File: config.mk
export PLATFORM = sky130hd
export DESIGN_NAME = delayed_ramp_timer_with_markers
export DESIGN_NICKNAME = d
export VERILOG_FILES = /design/src/sv/drtm_pkg.sv /design/src/sv/delayed_ramp_timer_with_markers.sv
export SDC_FILE = /design/constraint.sdc
export NUM_CORES = 2
export LEC_CHECK = 0
export BUFFER_PORTS_ARGS = -buffer_cell sky130_fd_sc_hd__buf_2
export CORE_ASPECT_RATIO = 1.1
export CORE_UTILIZATION = 33
export CTS_CLUSTER_SIZE = 14
export DETAILED_ROUTE_END_ITERATION = 8
export PLACE_DENSITY = 0.44
export REMOVE_ABC_BUFFERS = 1
export SLEW_MARGIN = 20
export SYNTH_ARGS = -nofsm -noshare
export SYNTH_HDL_FRONTEND = slang
export SYNTH_SLANG_ARGS = --single-unit
File: constraint.sdc
create_clock -name clk -period 17 [get_ports clk]
set_input_delay 3.4 -clock clk [delete_from_list [all_inputs] [get_ports clk]]
set_output_delay 3.4 -clock clk [all_outputs]
set_load 0.02 [all_outputs]
File: src/sv/drtm_pkg.sv
// Package: item types, action codes and phase codes for the ramp timer.
`default_nettype none
package drtm_pkg;

    typedef enum logic [3:0] {
        ACT_TICK     = 4'd0,
        ACT_START    = 4'd1,
        ACT_STOP     = 4'd2,
        ACT_RESET    = 4'd3,
        ACT_GET      = 4'd4,
        ACT_ADD      = 4'd5,
        ACT_ONCE     = 4'd6,
        ACT_FLAG     = 4'd7,
        ACT_FRACTION = 4'd8
    } action_t;

    localparam logic [1:0] ST_INVALID = 2'd0;
    localparam logic [1:0] ST_WAIT    = 2'd1;
    localparam logic [1:0] ST_RAMP    = 2'd2;
    localparam logic [1:0] ST_FINISH  = 2'd3;

    localparam logic [16:0] Q_ONE = 17'd65536;

    typedef struct packed {
        logic [3:0]         action;
        logic [31:0]        wait_ms;
        logic [31:0]        duration_ms;
        logic signed [15:0] start_value;
        logic signed [15:0] end_value;
        logic [3:0]         notify_index;
        logic [31:0]        elapse_ms;
    } in_item_t;

    typedef struct packed {
        logic signed [15:0] value;
        logic [1:0]         status;
        logic               fired;
        logic               flag;
        logic               not_flag;
        logic [16:0]        fraction;
        logic               table_full;
    } out_item_t;

endpackage
`default_nettype wire

File: src/sv/delayed_ramp_timer_with_markers.sv
// Top level: delayed ramp timer with marker table and a shared bit-serial divider.
`default_nettype none
// One item at a time; in ready is high only in the idle state, and the result
// register holds one item until taken. Control actions (tick, start, stop,
// reset, add marker) and marker queries go from idle straight to the output
// state: accepting the item loads the result register, which is handed over
// when out_ready is high. A value query on a running ramp first forms the
// product of the value span and the elapsed time with a shift-and-add
// multiplier that consumes one bit of the elapsed time per cycle. It then
// divides that product by the duration in a restoring divider that retires one
// quotient bit per cycle over 48 bits, and loads the result in the done state.
// A segment-fraction query that needs a divide skips the multiplier and
// divides the elapsed time shifted up by 16 by the segment length. The result
// waits in the output state while out_ready stays low.
module delayed_ramp_timer_with_markers
    import drtm_pkg::*;
#(
    parameter int NOTIFY_SLOTS = 8
)
(
    input  wire logic      clk,
    input  wire logic      rst_n,
    input  wire logic      in_valid,
    output logic           in_ready,
    input  wire in_item_t  in_data,
    output logic           out_valid,
    input  wire logic      out_ready,
    output out_item_t      out_data
);

    localparam int SW = $clog2(NOTIFY_SLOTS + 1);
    localparam int IW = (NOTIFY_SLOTS > 1) ? $clog2(NOTIFY_SLOTS) : 1;

    typedef enum logic [4:0] {
        S_IDLE = 5'b00001,
        S_MUL  = 5'b00010,
        S_DIV  = 5'b00100,
        S_DONE = 5'b01000,
        S_OUT  = 5'b10000
    } fsm_t;

    fsm_t fsm_reg, fsm_next;

    // architectural state
    logic [31:0]        now_reg, start_reg, end_reg, dur_reg;
    logic signed [15:0] first_reg, last_reg;
    logic [1:0]         anim_reg;
    logic [31:0]        elapse_reg [NOTIFY_SLOTS];
    logic [NOTIFY_SLOTS-1:0] fired_reg;
    logic [SW-1:0]      count_reg;

    // datapath
    out_item_t          res_reg, res_next;
    logic               out_valid_reg;
    logic [47:0]        num_reg;     // dividend shifting out MSB first
    logic [31:0]        mcand_reg;   // multiplier operand (elapsed), shifts right
    logic [47:0]        prod_reg;
    logic [31:0]        rem_reg;
    logic [16:0]        quo_reg;
    logic [31:0]        den_reg;
    logic [5:0]         cnt_reg;
    logic               neg_reg;     // value query: ramp goes down
    logic               is_frac_reg;

    // index decode
    logic               idx_ok;
    logic [IW-1:0]      idx;
    logic [31:0]        seg_s, seg_m, seg_e, ramp_el;
    logic               mark_hit;
    logic [16:0]        span;
    logic signed [17:0] diff;
    logic               go_mul, go_div;

    assign idx    = in_data.notify_index[IW-1:0];
    assign idx_ok = {{(8-SW){1'b0}}, count_reg} > {4'd0, in_data.notify_index};
    assign seg_s  = (in_data.notify_index == 4'd0 || !idx_ok) ? start_reg
                  : elapse_reg[idx - IW'(1)] + start_reg;
    assign seg_m  = elapse_reg[idx] + start_reg - seg_s;
    assign seg_e  = now_reg - seg_s;
    assign ramp_el = now_reg - start_reg;
    assign mark_hit = idx_ok && (now_reg >= start_reg) && (anim_reg != ST_INVALID)
                    && (elapse_reg[idx] < ramp_el) && !fired_reg[idx];
    assign diff = 18'(last_reg) - 18'(first_reg);
    assign span = diff[17] ? 17'(-diff) : 17'(diff);

    // interpolate only while ramping with elapsed time inside the duration
    assign go_mul = (in_data.action == ACT_GET) && (anim_reg != ST_INVALID)
                  && !(now_reg < start_reg) && (now_reg <= end_reg)
                  && !(dur_reg == 32'd0 || ramp_el >= dur_reg);
    // divide only inside a segment of nonzero length
    assign go_div = (in_data.action == ACT_FRACTION) && idx_ok && (now_reg >= seg_s)
                  && (seg_m != 32'd0) && (seg_e < seg_m);

    assign in_ready  = (fsm_reg == S_IDLE);
    assign out_valid = out_valid_reg;
    assign out_data  = res_reg;

    // one restoring step
    logic [32:0] trial;
    logic [32:0] rem_sh;
    assign rem_sh = {rem_reg, num_reg[47]};
    assign trial  = rem_sh - {1'b0, den_reg};

    always_comb
    begin
        fsm_next = fsm_reg;
        res_next = res_reg;
        case (fsm_reg)
            S_IDLE:
            begin
                if (in_valid)
                begin
                    if (go_mul)
                        fsm_next = S_MUL;
                    else if (go_div)
                        fsm_next = S_DIV;
                    else
                        fsm_next = S_OUT;
                    res_next = '0;
                    case (in_data.action)
                        ACT_GET:
                        begin
                            if (anim_reg != ST_INVALID)
                            begin
                                if (now_reg < start_reg)
                                begin
                                    res_next.status = ST_WAIT;
                                    res_next.value  = first_reg;
                                end
                                else if (now_reg <= end_reg)
                                begin
                                    // end value unless the divider replaces it
                                    res_next.status = ST_RAMP;
                                    res_next.value  = last_reg;
                                end
                                else
                                begin
                                    res_next.status = ST_FINISH;
                                    res_next.value  = last_reg;
                                end
                            end
                        end
                        ACT_ADD:
                            res_next.table_full = (count_reg == SW'(NOTIFY_SLOTS));
                        ACT_ONCE:
                            res_next.fired = mark_hit;
                        ACT_FLAG:
                        begin
                            if (anim_reg != ST_INVALID && idx_ok)
                            begin
                                res_next.flag     = mark_hit | fired_reg[idx];
                                res_next.not_flag = !(mark_hit | fired_reg[idx]);
                            end
                        end
                        ACT_FRACTION:
                        begin
                            if (idx_ok && now_reg >= seg_s)
                                res_next.fraction = Q_ONE;
                        end
                        default: ;
                    endcase
                end
            end
            S_MUL:    if (cnt_reg == 6'd31) fsm_next = S_DIV;
            S_DIV:    if (cnt_reg == 6'd47) fsm_next = S_DONE;
            S_DONE:
            begin
                fsm_next = S_OUT;
                if (is_frac_reg)
                    res_next.fraction = quo_reg;
                else if (neg_reg)
                    res_next.value = 16'(first_reg - $signed(quo_reg[15:0]));
                else
                    res_next.value = 16'(first_reg + $signed(quo_reg[15:0]));
            end
            S_OUT:    if (out_valid_reg && out_ready) fsm_next = S_IDLE;
            default:  fsm_next = S_IDLE;
        endcase
    end

    always_ff @(posedge clk or negedge rst_n)
    begin
        if (!rst_n)
        begin
            fsm_reg       <= S_IDLE;
            out_valid_reg <= 1'b0;
            now_reg       <= '0;
            start_reg     <= '0;
            end_reg       <= '0;
            dur_reg       <= '0;
            first_reg     <= '0;
            last_reg      <= '0;
            anim_reg      <= ST_INVALID;
            fired_reg     <= '0;
            count_reg     <= '0;
        end
        else
        begin
            fsm_reg       <= fsm_next;
            out_valid_reg <= (fsm_next == S_OUT);
            if (fsm_reg == S_IDLE && in_valid)
            begin
                case (in_data.action)
                    ACT_TICK:  now_reg <= now_reg + 32'd1;
                    ACT_START:
                    begin
                        start_reg <= now_reg + in_data.wait_ms;
                        end_reg   <= now_reg + in_data.wait_ms + in_data.duration_ms;
                        dur_reg   <= in_data.duration_ms;
                        first_reg <= in_data.start_value;
                        last_reg  <= in_data.end_value;
                        anim_reg  <= ST_RAMP;
                    end
                    ACT_STOP:  end_reg <= now_reg;
                    ACT_RESET:
                    begin
                        start_reg <= '0;
                        anim_reg  <= ST_INVALID;
                        fired_reg <= '0;
                        count_reg <= '0;
                    end
                    ACT_GET:
                    begin
                        if (anim_reg != ST_INVALID)
                        begin
                            if (now_reg < start_reg)
                                anim_reg <= ST_WAIT;
                            else if (now_reg <= end_reg)
                                anim_reg <= ST_RAMP;
                            else
                                anim_reg <= ST_FINISH;
                        end
                    end
                    ACT_ADD:
                    begin
                        if (count_reg != SW'(NOTIFY_SLOTS))
                        begin
                            fired_reg[count_reg[IW-1:0]] <= 1'b0;
                            count_reg <= count_reg + SW'(1);
                        end
                    end
                    ACT_ONCE, ACT_FLAG:
                        if (mark_hit) fired_reg[idx] <= 1'b1;
                    default: ;
                endcase
            end
        end
    end

    // marker times, payload only
    always_ff @(posedge clk)
    begin
        if (fsm_reg == S_IDLE && in_valid && in_data.action == ACT_ADD
            && count_reg != SW'(NOTIFY_SLOTS))
            elapse_reg[count_reg[IW-1:0]] <= in_data.elapse_ms;
    end

    // result and serial arithmetic, payload only
    always_ff @(posedge clk)
    begin
        if (fsm_reg == S_IDLE && in_valid)
        begin
            res_reg     <= res_next;
            rem_reg     <= '0;
            quo_reg     <= '0;
            cnt_reg     <= '0;
            prod_reg    <= '0;
            mcand_reg   <= ramp_el;
            den_reg     <= (in_data.action == ACT_FRACTION) ? seg_m : dur_reg;
            neg_reg     <= diff[17];
            is_frac_reg <= (in_data.action == ACT_FRACTION);
            num_reg     <= {seg_e, 16'd0};
        end
        else if (fsm_reg == S_MUL)
        begin
            // shift-and-add: span times elapsed, one bit of elapsed per cycle
            if (mcand_reg[0])
                prod_reg <= prod_reg + ({31'd0, span} << cnt_reg[4:0]);
            mcand_reg <= mcand_reg >> 1;
            if (cnt_reg == 6'd31)
            begin
                cnt_reg <= '0;
                num_reg <= prod_reg + (mcand_reg[0] ? ({31'd0, span} << 5'd31) : 48'd0);
            end
            else
                cnt_reg <= cnt_reg + 6'd1;
        end
        else if (fsm_reg == S_DIV)
        begin
            // one quotient bit per cycle
            num_reg <= num_reg << 1;
            if (!trial[32])
                rem_reg <= trial[31:0];
            else
                rem_reg <= rem_sh[31:0];
            quo_reg <= {quo_reg[15:0], !trial[32]};
            cnt_reg <= cnt_reg + 6'd1;
        end
        else if (fsm_reg == S_DONE)
            res_reg <= res_next;
    end

`ifndef NO_ASSERTIONS
    a_busy_no_ready: assert property (@(posedge clk) disable iff (!rst_n)
        (fsm_reg == S_MUL || fsm_reg == S_DIV) |-> !in_ready && !out_valid)
        else $error("ready or valid while arithmetic busy");
    a_count_bound: assert property (@(posedge clk) disable iff (!rst_n)
        {{(8-SW){1'b0}}, count_reg} <= 8'(NOTIFY_SLOTS))
        else $error("marker count above table size");
    a_done_valid: assert property (@(posedge clk) disable iff (!rst_n)
        (fsm_reg == S_DONE) |=> out_valid)
        else $error("result not presented after divide");
`endif

endmodule
`default_nettype wire
# Word level (Yosys, flattened, before mapping)
# Memories as Yosys holds them, arrays and structs flattened.
# Cells that the tools add are included.
[word_totals] register_bits=436 ram_bits=256 inputBits=140 out_inout_bits=41 word_cells=207 n_memories=1
[classes] addsub=18 order_cmp=12 n_eq_ne=25 shift=1 n_mux=62 n_bitwise=5 n_reduce_logical=55
[mem_list] name="elapse_reg" depth=8 width=32 rd=2 rd_clocked_by_memory_dff=0 wr=1 line="delayed_ramp_timer_with_markers.sv:48" text="logic [31:0] elapse_reg [NOTIFY_SLOTS];"
[ops] operator="48-bit two-way mux" count=5
[ops] operator="39-bit two-way mux" count=5
[ops] operator="32-bit two-way mux" count=5
[ops] operator="32-bit adder" count=4
[ops] operator="32-bit one-hot mux with 2 select lines" count=2
[ops] operator="48-bit adder" count=2
[ops] operator="32-bit >= comparator" count=3
[ops] operator="32-bit less-than comparator" count=3
[ops] operator="32-bit subtractor" count=3
[ops] operator="17-bit two-way mux" count=4
[ops] operator="18-bit two-way mux" count=3
[ops] operator="17-bit by 5-bit << shifter with 48-bit output" count=1
[ops] operator="5-bit two-way mux" count=7
[ops] operator="17-bit one-hot mux with 2 select lines" count=1
[ops] operator="33-bit by 32-bit subtractor with 33-bit output" count=1
[ops] operator="32-bit by 1-bit adder with 32-bit output (second input constant)" count=1
[ops] operator="32-bit less-or-equal comparator" count=1
[ops] operator="32-bit logical NOT" count=1
[ops] operator="16-bit two-way mux" count=2
[ops] operator="16-bit one-hot mux with 2 select lines" count=1
[ops] operator="32-bit nonzero test" count=1
[ops] operator="5-bit one-hot mux with 5 select lines" count=1
[ops] operator="8-bit one-hot mux with 3 select lines" count=1
[ops] operator="1-bit logical AND" count=20
[ops] operator="other kinds (48)" count=100

# Longest topological paths before layout
[logic_depth] word_depth=15 ltp_mapped=45 depth_no_buf=41

# Worst setup path after synthesis
# No wires, ideal clock.
[synth_timing] path_kind="input -> register" from="input in_data[32] in the netlist's numbering" to="register fsm_reg[4]" setup_time_ns=0.119 arrival_ns=11.458 required_ns=16.881 setup_slack_ns=5.423 stages=43 path_buffers=5 path_cell_list="buf_2 -> inv_1 -> clkbuf_1 -> ha_1 -> buf_1 -> clkbuf_1 -> mux4_2 -> mux2i_1 -> inv_1 -> ha_1 -> a21o_1 -> a21oi_1 -> o21bai_1 -> a2111oi_0 -> o21ai_0 -> nand2_1 -> nand2b_1 -> a21oi_1 -> (+7 left out) -> a21o_1 -> o31ai_1 -> nand3_1 -> nor2_1 -> mux2i_1 -> a2111oi_2 -> ha_1 -> a21o_1 -> a21o_1 -> a21oi_1 -> nor2b_1 -> o21ai_0 -> nand2b_1 -> a21o_1 -> a21oi_1 -> o211a_1 -> o41ai_2 -> a21bo_2"
[synth_via] elab_chain_len=12 elab_cells_between_ends=22
[synth_rtl] item="start: declaration" line="delayed_ramp_timer_with_markers.sv:25" text="input wire in_item_t in_data,"
[synth_rtl] item="parallel branches: the longest is 7 deep, another holds memory 8 x 32 bit"
[synth_rtl] item="1-bit logical AND *" line="delayed_ramp_timer_with_markers.sv:92" text="&& (seg_m != 32'd0) && (seg_e < seg_m);"
[synth_rtl] item="5-bit two-way mux *" line="delayed_ramp_timer_with_markers.sv:115" text="else if (go_div)"
[synth_rtl] item="5-bit two-way mux *" line="delayed_ramp_timer_with_markers.sv:113" text="if (go_mul)"
[synth_rtl] item="5-bit two-way mux *" line="delayed_ramp_timer_with_markers.sv:111" text="if (in_valid)"
[synth_rtl] item="5-bit one-hot mux with 5 select lines *" line="delayed_ramp_timer_with_markers.sv:108" text="case (fsm_reg)"
[synth_rtl] item="net fsm_next[4]" line="delayed_ramp_timer_with_markers.sv:42" text="fsm_t fsm_reg, fsm_next;"
[synth_rtl] item="end signal: assignment" line="delayed_ramp_timer_with_markers.sv:199" text="fsm_reg <= fsm_next;"
[synth_rtl] item="end: declaration" line="delayed_ramp_timer_with_markers.sv:42"
# Mark *: on every way through the listed nets, which the timed path passes.
# A chain may end at the register's enable or synchronous reset.

# Worst setup path after layout
# Same ends and word-level chain as after synthesis.

==> flow_summary.html <==
<table>
<tr><th>Metric</th><th>Value</th></tr>
<tr><th colspan="2">Setup path</th></tr>
<tr><td>CP startpoint kind</td><td>primary input</td></tr>
<tr><td>Most Frequent Cell on Critical Path</td><td>sky130_fd_sc_hd__a21o_1</td></tr>
<tr><td>Cell with the largest stage delay on the worst path</td><td>sky130_fd_sc_hd__ha_2</td></tr>
<tr><td>Critical path start-end classification</td><td>in2reg</td></tr>
<tr><td>Critical path's largest stage delay</td><td>930 ps</td></tr>
<tr><td>Worst reg-to-reg setup slack</td><td>8140 ps</td></tr>
<tr><td>Critical path fanouts, max</td><td>29</td></tr>
<tr><td>Nature of the critical path endpoint</td><td>register</td></tr>
<tr><td>Arrival time of data at the critical path endpoint</td><td>13270 ps</td></tr>
<tr><td>Required time at the worst-slack endpoint</td><td>17590 ps</td></tr>
<tr><th colspan="2">Floorplanning</th></tr>
<tr><td>Chip height</td><td>between 400 and 500 um</td></tr>
<tr><td>Die Footprint</td><td>157000 sq um</td></tr>
<tr><td>I/O pin total</td><td>181</td></tr>
<tr><td>Horizontal extent of the die</td><td>approximately 380 um</td></tr>
<tr><td>Standard-cell rows</td><td>151</td></tr>
<tr><td>Effective utilization at floorplan</td><td>0.333</td></tr>
<tr><td>Core area</td><td>about 150000 sq um</td></tr>
<tr><th colspan="2">Yosys</th></tr>
<tr><td>Number of storage elements in the synthesis netlist</td><td>692</td></tr>
<tr><td>Largest cells by area after synthesis</td><td>sky130_fd_sc_hd__edfxtp_1 23%, sky130_fd_sc_hd__ha_1 11%, sky130_fd_sc_hd__dfrtp_1 8.7%</td></tr>
<tr><td>Post-synth top area share</td><td>0.230</td></tr>
<tr><td>Share of synthesized area occupied by flip-flops and latches</td><td>0.363</td></tr>
<tr><td>Async SR Flop Fraction</td><td>0.260</td></tr>
<tr><td>Top flip-flop cell by instance count after synthesis</td><td>sky130_fd_sc_hd__edfxtp_1</td></tr>
<tr><td>Mean area per synthesized cell</td><td>9.30 sq um</td></tr>
<tr><td>Most repeated cell in the gate-level netlist after synthesis</td><td>sky130_fd_sc_hd__nand2_1</td></tr>
<tr><td>Number of synthesized flops with an enable pin</td><td>393</td></tr>
<tr><td>Post-synthesis instance area</td><td>51400 sq um</td></tr>
<tr><td>Synth Instances</td><td>between 5000 and 6000</td></tr>
<tr><td>Commonest cells in the netlist</td><td>534 x sky130_fd_sc_hd__nand2_1, 452 x sky130_fd_sc_hd__ha_1, 435 x sky130_fd_sc_hd__a21oi_1, 396 x sky130_fd_sc_hd__o21ai_0, 395 x sky130_fd_sc_hd__inv_1</td></tr>
<tr><td>Largest area contributor in the synthesized netlist</td><td>sky130_fd_sc_hd__edfxtp_1</td></tr>
<tr><td>Unique cell type count in the Yosys netlist</td><td>~110</td></tr>
<tr><td>Synth warn</td><td>0</td></tr>
<tr><th colspan="2">Power</th></tr>
<tr><td>Overall Power</td><td>11.7 mW</td></tr>
<tr><td>Peak supply drop</td><td>~0.11 mV</td></tr>
<tr><td>PwrDens</td><td>203 nW/um^2</td></tr>
<tr><td>Pleak</td><td>24.3 nW</td></tr>
<tr><th colspan="2">Drt</th></tr>
<tr><td>Routed length per placed instance</td><td>approximately 25 um</td></tr>
<tr><td>Post-detailed-routing wire length</td><td>192000 um</td></tr>
<tr><td>DRC viols</td><td>0</td></tr>
<tr><td>Count of nets left with antenna violations after detail routing</td><td>0</td></tr>
<tr><td>Initial DRT Pass Iterations</td><td>6</td></tr>
<tr><td>Number of violations reported at the end of detailed-routing iteration 0</td><td>3124</td></tr>
<tr><td>Routed via count</td><td>approximately 43000</td></tr>
<tr><td>Ratio of routed vias to standard cells</td><td>5.55</td></tr>
<tr><th colspan="2">Placement</th></tr>
<tr><td>Total half-perimeter wirelength after legalization and detailed placement</td><td>149000 um</td></tr>
<tr><td>Count of buffers inserted at the top-level ports</td><td>180</td></tr>
<tr><td>RePlAce Congestion</td><td>a little over 0.9</td></tr>
<tr><td>Placed cell count</td><td>7643</td></tr>
<tr><th colspan="2">Layout</th></tr>
<tr><td>Net count of the finished layout</td><td>~6300</td></tr>
<tr><td>Number of fill cells in the layout</td><td>15700</td></tr>
<tr><td>Post-layout util</td><td>0.375</td></tr>
<tr><td>Share of layout cells above drive strength 1</td><td>0.114</td></tr>
<tr><td>Multi-input logic area</td><td>30600 sq um</td></tr>
<tr><td>Register Area</td><td>between 15000 and 20000 sq um</td></tr>
<tr><td>Post-Layout Cell Count</td><td>7812</td></tr>
<tr><td>Largest register FFs</td><td>256</td></tr>
<tr><td>Signed area change from the synthesized netlist to the final layout</td><td>12.6%</td></tr>
<tr><th colspan="2">Clock tree</th></tr>
<tr><td>Total CTS buffers</td><td>89</td></tr>
<tr><td>H-Tree Level Count</td><td>3</td></tr>
<tr><td>Clock Tree Root</td><td>sky130_fd_sc_hd__clkbuf_16</td></tr>
<tr><td>Post-CTS setup buffers</td><td>0</td></tr>
<tr><td>Max clock buf depth</td><td>3</td></tr>
<tr><td>Clock-pin slew of the registers on the worst-case setup and hold paths</td><td>60 ps</td></tr>
<tr><td>Worst-skew pair later-pin latency</td><td>730 ps</td></tr>
<tr><td>CTS tree</td><td>done</td></tr>
<tr><td>Cts hold-fix bufs</td><td>0</td></tr>
<tr><td>Clock sink total</td><td>~700</td></tr>
<tr><td>Cts repair resizes</td><td>0</td></tr>
<tr><th colspan="2">Global route</th></tr>
<tr><td>Largest net degree at the start of global routing</td><td>between 80 and 90</td></tr>
<tr><td>Global-route wire length before repair</td><td>282000 um</td></tr>
<tr><td>Number of global-route vias before repair</td><td>43700</td></tr>
<tr><td>Total congestion overflow</td><td>0</td></tr>
<tr><td>GRT Resource Usage Total</td><td>0.240</td></tr>
<tr><td>Number of antenna violations at the first check in global routing</td><td>16</td></tr>
<tr><th colspan="2">Timing</th></tr>
<tr><td>Final critical delay including setup and external delays</td><td>approximately 13000 ps</td></tr>
<tr><td>Max-slew violation total from the final report</td><td>0</td></tr>
<tr><td>Remaining max-slew budget at the tightest pin</td><td>0.263</td></tr>
<tr><td>Setup-failing EPs final</td><td>0</td></tr>
<tr><td>Count of endpoints failing hold in the final timing report</td><td>0</td></tr>
<tr><td>Final sum of negative setup slack</td><td>0 ps</td></tr>
<tr><td>Highest clock rate</td><td>78.9 MHz</td></tr>
<tr><td>Fin crit share</td><td>0.746</td></tr>
<tr><td>Fin Clk Skew</td><td>49.5 ps</td></tr>
<tr><td>Slew at the pin closest to its max-slew limit</td><td>~1100 ps</td></tr>
<tr><td>Setup repair after global routing missed its margin</td><td>no</td></tr>
<tr><th colspan="2">Outcome</th></tr>
<tr><td>Outcome</td><td>finished clean</td></tr>
<tr><th colspan="2">Min path</th></tr>
<tr><td>Min-Delay Path Class</td><td>reg2reg</td></tr>
<tr><th colspan="2">Run</th></tr>
<tr><td>Number of max-capacitance violations reported</td><td>0</td></tr>
</table>
[stage by stage]
step           hold WS [ps]  setup slack (ps)  cell area, sq um
2_1_floorplan           425              3470             50600
3_3_place_gp            447              3660             54900
3_5_place_dp            452              3560             54900
4_1_cts                 460              4280             57900
5_1_grt                 488              3670             57900
6_report                462              4320             57900
[layout by cell type (no fill, tap or decap), drive strengths merged, types with 57 or more instances in the layout]
cell	instances
a211oi	67
a21oi	435
edfxtp	393
o21a	69
clkbuf	113
xnor2	219
dfrtp	179
nand2	534
nor2	345
nand4	62
nor3	98
ha	452
nor2b	57
mux2	77
nand3	125
mux2i	78
inv	409
buf	264
a22oi	83
o22ai	90
a21o	163
dfxtp	119
xor2	97
o21ai	407
mux4	66
[kinds of logic after synthesis]
kind of cell,after synthesis,synth area share
AOI/OAI and AO/OA,1684,0.211
adders and majority gates,493,0.126
and+or+nand+nor,1509,0.139
muxes,221,0.0610
xor gates and xnor gates,316,0.0540
DFF,692,0.363
buffers and inverters,613,0.0452
[layout make-up]
cell class | count | share of cell area
Inverter | 399 | 0.0259
Clock buffer | 113 | 0.0416
Multi-Input combinational cell | 4223 | 0.529
Timing Repair Buffer | 264 | 0.0267
Antenna cell | 1 | 0.0000432
Clock inverter | 55 | 0.00979
Sequential cell | 692 | 0.323
Tap cell | 2065 | 0.0446
[routing by layer]
layer / GRT usage / up-vias / part of all wire
met5: 0 / - / 0.00060
li1: - / 20800 / -
met3: 0.0284 / 310 / 0.039
met2: 0.426 / 1101 / 0.50
met4: 0.102 / 20 / 0.043
met1: 0.290 / 21200 / 0.42
[critical path, delay by kind of cell]
family	cells	cell delay, ps
AO/OA/AOI/OAI	19	4220
adder cells (fa/ha/maj)	6	2560
multiplexers	3	850
buffers and inverters	5	1050
AND/OR/NAND/NOR	8	1100
[final timing paths]
check,start,endpoint,cells past startpoint
min reg2reg,quo_reg[16]$_SDFFE_PP0P_,quo_reg[16]$_SDFFE_PP0P_,2
min,quo_reg[16]$_SDFFE_PP0P_,quo_reg[16]$_SDFFE_PP0P_,2
max reg2reg,count_reg[1]$_DFFE_PN0P_,fsm_reg[4]$_DFF_PN0_,22
min in group asynchronous,rst_n,last_reg[13]$_DFFE_PN0P_,1
max,in_data[32],fsm_reg[4]$_DFF_PN0_,41
max in group asynchronous,rst_n,end_reg[29]$_DFFE_PN0P_,3
[report_power, final]
group	leakage [nW]	internal, mW	switching (mW)
Combinational	16.1	2.75	4.73
Sequential	6.76	2.10	0.244
Clock	1.45	1.11	0.825
Total	24.3	5.95	5.79
Note: power is estimated with default switching activity, not from simulation.
